File: src/hw/rtl/psls_pkg.sv
`default_nettype none

package psls_pkg;

	// Field widths
	localparam int unsigned SRC_W  = 3;
	localparam int unsigned CNT_W  = 32;
	localparam int unsigned TOT_W  = 48;

	// Stream payload layout
	localparam int unsigned IN_FIELD_W  = SRC_W + CNT_W;
	localparam int unsigned IN_TDATA_W  = ((IN_FIELD_W + 7) / 8) * 8;
	localparam int unsigned OUT_FIELD_W = SRC_W + 5 * CNT_W;
	localparam int unsigned OUT_TDATA_W = ((OUT_FIELD_W + 7) / 8) * 8;
	localparam int unsigned OUT_PAD_W   = OUT_TDATA_W - OUT_FIELD_W;

	// Divider: one quotient bit per step over the whole total
	localparam int unsigned DIV_STEPS = TOT_W;
	localparam int unsigned DCNT_W    = $clog2(DIV_STEPS);

	// Event kinds carried on tuser
	localparam logic REQ_MADE  = 1'b0;
	localparam logic REQ_EATEN = 1'b1;

	typedef enum logic [1:0] {
		ST_IDLE,
		ST_UPD,
		ST_DIV,
		ST_DONE
	} state_t;

	// One statistics entry
	typedef struct packed {
		logic [TOT_W-1:0] total;
		logic [CNT_W-1:0] max_dly;
		logic [CNT_W-1:0] min_dly;
		logic [CNT_W-1:0] eaten;
		logic [CNT_W-1:0] made;
	} entry_t;

	localparam entry_t ENTRY_RST = '{
		total:   '0,
		max_dly: '0,
		min_dly: '1,
		eaten:   '0,
		made:    '0
	};

	function automatic logic [CNT_W-1:0] sat_inc(input logic [CNT_W-1:0] v);
		sat_inc = (&v) ? v : v + CNT_W'(1);
	endfunction

endpackage

`default_nettype wire

File: src/hw/rtl/per_source_latency_stats.sv
// Per-source latency statistics.
//
// Input stream (s_axis_*): one event per transfer. tuser selects a produced
// event (0) or a consumed event (1); tdata carries the source index and,
// for consumed events, the delay. Output stream (m_axis_*): one result per
// event with the updated entry of that source, its truncated average delay
// and a flag in tuser when the made and eaten counts differ.
//
// Each event passes these steps from accept to result: the table is read at
// the accept edge, then the entry is updated and written back (ST_UPD), the
// divider gives one quotient bit per cycle of the 48-bit total (ST_DIV), and
// the output register is loaded once it is free (ST_DONE). Events whose entry
// has no consumed item yet, or whose source index is NUM_SOURCES or above,
// skip the divider. s_axis_tready is high only while idle, so a new event is
// accepted only after the previous result has been loaded for output.
//
// Reset clears the valid bit of every table entry, so every source reads
// as an empty entry; no clearing pass is needed. If the receiver stalls,
// the result waits in the output register; one further event is accepted
// and processed, and its result waits until the register is free.
`default_nettype none

module per_source_latency_stats
	import psls_pkg::*;
#(
	parameter int unsigned NUM_SOURCES = 8
) (
	input  wire                    clk,
	input  wire                    arst_n,
	// tdata: source_id[2:0], delay[34:3], zero pad
	input  wire [IN_TDATA_W-1:0]   s_axis_tdata,
	// tuser: req_type
	input  wire                    s_axis_tuser,
	input  wire                    s_axis_tvalid,
	output logic                   s_axis_tready,
	// tdata: out_source[2:0], made_count[34:3], eaten_count[66:35],
	//        min_latency[98:67], max_latency[130:99], avg_latency[162:131], zero pad
	output logic [OUT_TDATA_W-1:0] m_axis_tdata,
	// tuser: mismatch
	output logic                   m_axis_tuser,
	output logic                   m_axis_tvalid,
	input  wire                    m_axis_tready
);

	localparam int unsigned IDX_W = (NUM_SOURCES > 1) ? $clog2(NUM_SOURCES) : 1;

	// Input field split
	logic [SRC_W-1:0] in_src;
	logic [CNT_W-1:0] in_delay;
	logic [IDX_W-1:0] in_idx;
	logic             in_xfer;

	assign in_src   = s_axis_tdata[SRC_W-1:0];
	assign in_delay = s_axis_tdata[SRC_W +: CNT_W];
	assign in_idx   = IDX_W'(in_src);
	assign in_xfer  = s_axis_tvalid && s_axis_tready;

	// Sequencer
	state_t state_q, state_d;
	logic   load_out;
	logic   out_free;

	// Captured event
	logic             kind_q;
	logic [SRC_W-1:0] src_q;
	logic [IDX_W-1:0] idx_q;
	logic [CNT_W-1:0] delay_q;
	logic             oor_q;

	// Table storage and valid bits
	entry_t                 stat_mem_q [NUM_SOURCES];
	logic [NUM_SOURCES-1:0] vld_q;
	entry_t                 rd_entry_q;
	logic                   rd_vld_q;

	// Updated entry
	entry_t           cur_entry;
	entry_t           upd_entry;
	logic [TOT_W:0]   tot_sum;

	// Result fields held while the divider runs
	entry_t     res_q;
	logic       mis_q;

	// Divider registers
	logic [TOT_W-1:0]  dq_q;
	logic [CNT_W-1:0]  rem_q;
	logic [DCNT_W-1:0] cnt_q;

	// Output register
	logic [SRC_W-1:0] o_src_q;
	entry_t           o_ent_q;
	logic [CNT_W-1:0] o_avg_q;
	logic             o_mis_q;
	logic             o_vld_q;

	assign out_free = !o_vld_q || m_axis_tready;

	// State register
	always_ff @(posedge clk or negedge arst_n) begin
		if (!arst_n) begin
			state_q <= ST_IDLE;
		end else begin
			state_q <= state_d;
		end
	end

	// Next state and handshake
	always_comb begin
		state_d       = state_q;
		s_axis_tready = 1'b0;
		load_out      = 1'b0;
		unique case (state_q)
			ST_IDLE: begin
				s_axis_tready = 1'b1;
				if (s_axis_tvalid) begin
					state_d = ST_UPD;
				end
			end
			ST_UPD: begin
				if (oor_q || (upd_entry.eaten == '0)) begin
					state_d = ST_DONE;
				end else begin
					state_d = ST_DIV;
				end
			end
			ST_DIV: begin
				if (cnt_q == DCNT_W'(DIV_STEPS - 1)) begin
					state_d = ST_DONE;
				end
			end
			ST_DONE: begin
				if (out_free) begin
					load_out = 1'b1;
					state_d  = ST_IDLE;
				end
			end
			default: state_d = ST_IDLE;
		endcase
	end

	// Entry update: counters, saturating total, min and max
	always_comb begin
		cur_entry = rd_vld_q ? rd_entry_q : ENTRY_RST;
		upd_entry = cur_entry;
		tot_sum   = {1'b0, cur_entry.total} + (TOT_W + 1)'(delay_q);
		if (kind_q == REQ_MADE) begin
			upd_entry.made = sat_inc(cur_entry.made);
		end else begin
			upd_entry.eaten = sat_inc(cur_entry.eaten);
			upd_entry.total = tot_sum[TOT_W] ? '1 : tot_sum[TOT_W-1:0];
			if (delay_q <= cur_entry.min_dly) begin
				upd_entry.min_dly = delay_q;
			end
			if (delay_q >= cur_entry.max_dly) begin
				upd_entry.max_dly = delay_q;
			end
		end
	end

	// Event capture and table read
	always_ff @(posedge clk) begin
		if (in_xfer) begin
			kind_q     <= s_axis_tuser;
			src_q      <= in_src;
			idx_q      <= in_idx;
			delay_q    <= in_delay;
			oor_q      <= (32'(in_src) >= NUM_SOURCES);
			rd_entry_q <= stat_mem_q[in_idx];
			rd_vld_q   <= vld_q[in_idx];
		end
	end

	// Table write back
	always_ff @(posedge clk) begin
		if (state_q == ST_UPD && !oor_q) begin
			stat_mem_q[idx_q] <= upd_entry;
		end
	end

	always_ff @(posedge clk or negedge arst_n) begin
		if (!arst_n) begin
			vld_q <= '0;
		end else if (state_q == ST_UPD && !oor_q) begin
			vld_q[idx_q] <= 1'b1;
		end
	end

	// Result hold and divider operand load
	always_ff @(posedge clk) begin
		if (state_q == ST_UPD) begin
			if (oor_q) begin
				res_q <= ENTRY_RST;
				mis_q <= 1'b0;
			end else begin
				res_q <= upd_entry;
				mis_q <= (upd_entry.made != upd_entry.eaten);
			end
		end
	end

	// Shared restoring divider: total / eaten, one quotient bit per cycle
	logic [CNT_W:0] rem_sh;
	logic [CNT_W:0] rem_sub;

	assign rem_sh  = {rem_q, dq_q[TOT_W-1]};
	assign rem_sub = rem_sh - {1'b0, res_q.eaten};

	always_ff @(posedge clk) begin
		if (state_q == ST_UPD) begin
			// zero dividend gives a zero average where no divide runs
			dq_q  <= (oor_q || (upd_entry.eaten == '0)) ? '0 : upd_entry.total;
			rem_q <= '0;
		end else if (state_q == ST_DIV) begin
			if (!rem_sub[CNT_W]) begin
				rem_q <= rem_sub[CNT_W-1:0];
				dq_q  <= {dq_q[TOT_W-2:0], 1'b1};
			end else begin
				rem_q <= rem_sh[CNT_W-1:0];
				dq_q  <= {dq_q[TOT_W-2:0], 1'b0};
			end
		end
	end

	always_ff @(posedge clk or negedge arst_n) begin
		if (!arst_n) begin
			cnt_q <= '0;
		end else if (state_q == ST_DIV) begin
			cnt_q <= cnt_q + DCNT_W'(1);
		end else begin
			cnt_q <= '0;
		end
	end

	// Output register, average clamped to 32 bits
	always_ff @(posedge clk) begin
		if (load_out) begin
			o_src_q <= src_q;
			o_ent_q <= res_q;
			o_mis_q <= mis_q;
			o_avg_q <= (|dq_q[TOT_W-1:CNT_W]) ? '1 : dq_q[CNT_W-1:0];
		end
	end

	always_ff @(posedge clk or negedge arst_n) begin
		if (!arst_n) begin
			o_vld_q <= 1'b0;
		end else if (load_out) begin
			o_vld_q <= 1'b1;
		end else if (m_axis_tready) begin
			o_vld_q <= 1'b0;
		end
	end

	assign m_axis_tvalid = o_vld_q;
	assign m_axis_tuser  = o_mis_q;
	assign m_axis_tdata  = {{OUT_PAD_W{1'b0}}, o_avg_q, o_ent_q.max_dly, o_ent_q.min_dly,
		o_ent_q.eaten, o_ent_q.made, o_src_q};

	// Checks
	a_accept_to_upd: assert property (@(posedge clk) disable iff (!arst_n)
		in_xfer |=> state_q == ST_UPD)
		else $error("accepted event did not move to update");

	a_write_sets_valid: assert property (@(posedge clk) disable iff (!arst_n)
		(state_q == ST_UPD && !oor_q) |=> vld_q[$past(idx_q)])
		else $error("written entry not marked valid");

	a_div_bound: assert property (@(posedge clk) disable iff (!arst_n)
		state_q == ST_DIV |-> cnt_q < DCNT_W'(DIV_STEPS))
		else $error("divider ran past its step count");

	a_min_le_max: assert property (@(posedge clk) disable iff (!arst_n)
		(o_vld_q && o_ent_q.eaten != '0) |-> o_ent_q.min_dly <= o_ent_q.max_dly)
		else $error("minimum delay above maximum delay");

endmodule

`default_nettype wire

File: config.mk
export PLATFORM = sky130hd
export DESIGN_NAME = per_source_latency_stats
export DESIGN_NICKNAME = d
export VERILOG_FILES = /design/src/hw/rtl/psls_pkg.sv /design/src/hw/rtl/per_source_latency_stats.sv
export SDC_FILE = /design/constraint.sdc
export NUM_CORES = 2
export LEC_CHECK = 0
export BUFFER_PORTS_ARGS = -buffer_cell sky130_fd_sc_hd__buf_2
export CAP_MARGIN = 20
export CORE_ASPECT_RATIO = 1.1
export CORE_MARGIN = 3
export CORE_UTILIZATION = 39
export CTS_CLUSTER_SIZE = 24
export DETAILED_ROUTE_END_ITERATION = 6
export GPL_ROUTABILITY_DRIVEN = 0
export PLACE_DENSITY = 0.67
export SETUP_SLACK_MARGIN = 0.2
export SYNTH_ARGS = -nofsm -noshare
export SYNTH_HDL_FRONTEND = slang
export SYNTH_SLANG_ARGS = --single-unit
File: constraint.sdc
create_clock -name clk -period 17.23 [get_ports clk]
set_input_delay 0.8615 -clock clk [delete_from_list [all_inputs] [get_ports clk]]
set_output_delay 0.8615 -clock clk [all_outputs]
set_load 0.05 [all_outputs]
==> results.tsv <==
stage	metric	value	unit
power	NetSw	1.955	mW
routing	M1 WL	84550	µm
worst_hold_path	worst hold-check path type	in -> reg	
worst_setup_path	CP most frequent cell	buf_4	
worst_setup_path	critical path, cell by cell	buf_4, buf_4, buf_4, nand4_1, nor4_2, a31oi_1, and4b_1, mux2i_1, or4_1, or4b_1, or3_2, a31o_1	
sta	hold slack	0.1958	ns
clock_network	Worst-Skew Late Latency	0.84	ns
floorplan	die footprint	220300	µm²
global_route	first-pass GRT wire length	302400	µm
cells_and_area	commonest non-fill, non-tap cell in the layout	edfxtp_1	
worst_setup_path	crit path kind	reg -> reg	
worst_setup_path	crit-path leading delay family	simple AND/OR/NAND/NOR gates	
global_route	GRT Util Overall	0.1841	
cells_and_area	share of layout cells above drive strength 1	0.2367	
sta	Worst Skew	0.03552	ns
routing	DR WL met3	13330	µm
power	sequential power share	0.533	
power	Clock Power Share	0.448	
routing	DR top layer	met4	
cells_and_area	fillcell total	17910	
clock_network	clk slew on worst S/H paths	0.06	ns
power	Pleak	31.42	nW
synth	Most used DFF post-synth	edfxtp_1	
synth	Synth area leader	edfxtp_1	
floorplan	Core Rows	177	
worst_setup_path	Worst R2R End	dq_q[26]	
sta	fin crit share	0.4061	
clock_network	TritonCTS buffer count	203	
routing	met2 WL	101900	µm
floorplan	Initial Utilization	0.3943	
global_route	largest net degree at the start of global routing	118	
clock_network	CTS tree	built	
worst_setup_path	Worst EP required	17.80	ns
power	switching share of total power	0.1969	
routing	via/cell ratio	5.678	
cells_and_area	Post-layout nets	5218	
routing	initial DRC count	4350	
routing	drt first pass iters	5	
worst_setup_path	end of the critical path	dq_q[26]	
placement	HPWL after DPL	117000	µm
worst_setup_path	critical path's slowest cell	or3_2	
power	Power per Cell Area	104.3	nW/µm²
clock_network	Clk Tree Root Cell	clkbuf_16	
power	maximum VDD drop	112.5	µV
worst_setup_path	Max stage delay on crit path	0.91	ns
synth	yosys synthesis warning count	0	
sta	Final setup viols	0	
global_route	grt total ovfl	0	
clock_network	Max clock buf depth	3	
worst_setup_path	r2r worst-path depth	12	
status	status	finished, final reports clean	
sta	crit path time final	6.997	ns
cells_and_area	Area growth syn-to-layout	13.72	%
floorplan	die boundary height	492.0	µm
floorplan	num ports	216	
worst_setup_path	crit path launch type	flop	
synth	Area contributors post-synth	edfxtp_1, mux4_2, mux2_2	
sta	Slew Viols, Final	0	
worst_setup_path	CP Depth	12	
synth	register area share after synthesis	0.7163	
sta	Max-slew headroom	0.2174	
routing	ANT nets after route	0	
sta	Final Hold Vio Count	0	
synth	EDFF count, synth	1962	
global_route	initial antenna violation count	8	
worst_setup_path	Worst Path Arrival	7.56	ns
clock_network	clock sink count	2011	
synth	Post-Syn Area	83740	µm²
routing	total wire length	204900	µm
placement	pre-CTS setup slack	10.36	ns
sta	Achievable Freq	0.1429	GHz
worst_setup_path	critical path fanouts, max	72	
synth	Mapped Avg Cell Area	17.63	µm²
power	Comb pwr share	0.019	
sta	RSZ-0062 raised after global routing	no	
sta	Final Worst Setup Slack	10.23	ns
worst_setup_path	Worst Setup End Kind	flop	
floorplan	DIE WIDTH	447.8	µm
worst_setup_path	R2R Setup Slk	10.23	ns
routing	DRC	0	
sta	Worst Max-Slew Pin Slew	1.168	ns
floorplan	total core area	212400	µm²
synth	Yosys reg bits	2011	
routing	Routed wire per std cell	25.68	µm
worst_setup_path	launch point of the worst path	rd_vld_q	
synth	cell count after synthesis	4750	
worst_setup_path	Crit path buffers/inverters	3	
routing	Via Count	45320	
job	Max Cap Viol	0	
synth	share of flip-flops with an asynchronous set or reset	0.008454	
sta	setup TNS	0	ns
synth	Synth cell types	84	
cells_and_area	most frequent cells in the layout	edfxtp_1, mux4_2, nand2_1	
power	P_int	7.975	mW
power	Power, Total	9.930	mW
clock_network	CTS H-Tree Depth	4	
worst_setup_path	R2R Path Start	rd_vld_q	
synth	post-synth top area share	0.7036	
placement	number of port buffers	205	
global_route	vias in the first global route	45990	
-- cell families (layout without fill, tap and decap cells) --
group	after synthesis	after routing	synth area share
multiplexers	588	588	0.1259
AND/OR/NAND/NOR	984	984	0.06001
adder cells (fa/ha/maj)	137	137	0.02065
XOR/XNOR	124	124	0.01297
AO/OA/AOI/OAI	546	546	0.04711
flip-flops	2011	2011	0.7163
other	1	6	0.00004478
buffers and inverters	359	811	0.01699
-- worst min-delay path by stage --
stage / startpoint / end / slack (ns) / cells after the start
final: s_axis_tdata[23] / delay_q[20] / 0.20 / 1
after CTS: s_axis_tdata[23] / delay_q[20] / 0.11 / 1
after floorplan: res_q[97] / m_axis_tdata[100] / 0.40 / 0
after global routing: s_axis_tdata[4] / delay_q[1] / 0.13 / 1
after detailed placement: res_q[121] / m_axis_tdata[124] / 0.40 / 0
after global placement: res_q[105] / m_axis_tdata[108] / 0.40 / 0
-- state kept, by name, indices dropped and copies added (netlist names) --
signal / flops
stat_mem_q: 1408
rd_entry_q: 176
m_axis_tdata: 128
res_q: 128
dq_q: 48
delay_q: 32
o_avg_q: 32
rem_q: 32
vld_q: 8
cnt_q: 6
idx_q: 3
o_src_q: 3
state_q: 2
kind_q: 1
m_axis_tuser: 1
m_axis_tvalid: 1
mis_q: 1
rd_vld_q: 1
-- metal layers --
layer	vias to the layer above	global-route usage
li1	19710	-
met1	23610	0.2461
met2	1709	0.3103
met3	286	0.03220
met4	0	0.04986
met5	-	0
-- power by group through the flow --
stage               Clock [mW]  Sequential, mW  Combinational, mW
finish                    4.45            5.29              0.187
global placement             0            5.40              0.188
detailed placement           0            5.40              0.190
floorplan                    0            5.40              0.148
CTS                       4.54            5.29              0.192
global route              4.74            5.29              0.202
-- area by class of cell --
class,instances,area [µm²],share of cell area
repair buffers,326,2110,0.02215
multi-input cells,2384,22510,0.2364
well taps,2774,3471,0.03645
inverters,110,412.9,0.004336
clock inverters,131,1374,0.01443
flip-flops and latches,2011,59980,0.6299
diodes,1,2.502,0.00002628
clock buffers,244,5361,0.05630
-- worst reg2reg max path, stage by stage, from the launching register on --
cell,delay (ns)
edfxtp_1,0.32
buf_4,0.59
buf_4,0.76
buf_4,0.71
nand4_1,0.25
nor4_2,0.60
a31oi_1,0.49
and4b_1,0.37
mux2i_1,0.17
or4_1,0.51
or4b_1,0.62
or3_2,0.91
a31o_1,0.44
-- cell usage after synthesis (52+ instances only) --
cell and instances:
a21o_1 53, a21oi_1 108, a311oi_1 61, clkbuf_1 184
edfxtp_1 1962, ha_1 135, inv_1 110, mux2_2 183
mux4_2 354, nand2_1 229, nand3_1 98, nand4_1 52
nor2_1 188, nor3_1 92, o21ai_0 55, xnor2_1 75
-- metrics by stage --
stage	cell area [µm²]	util	cells
after floorplan	83760	-	4754
after global placement	88420	0.4163	7598
after detailed placement	88420	0.4163	7598
after CTS	95160	0.4481	7974
after global routing	95230	0.4484	7980
final	95230	0.4484	7981
-- repair_timing --
action | 4_1_cts | 5_1_grt
endpoints found under the hold margin | 17 | 0
buffers inserted | 0 | 0
hold buffers | 1 | 0
gates resized for setup | 0 | 0
endpoints found under the setup margin | 0 | 0
(Power assumes the default switching activity.)
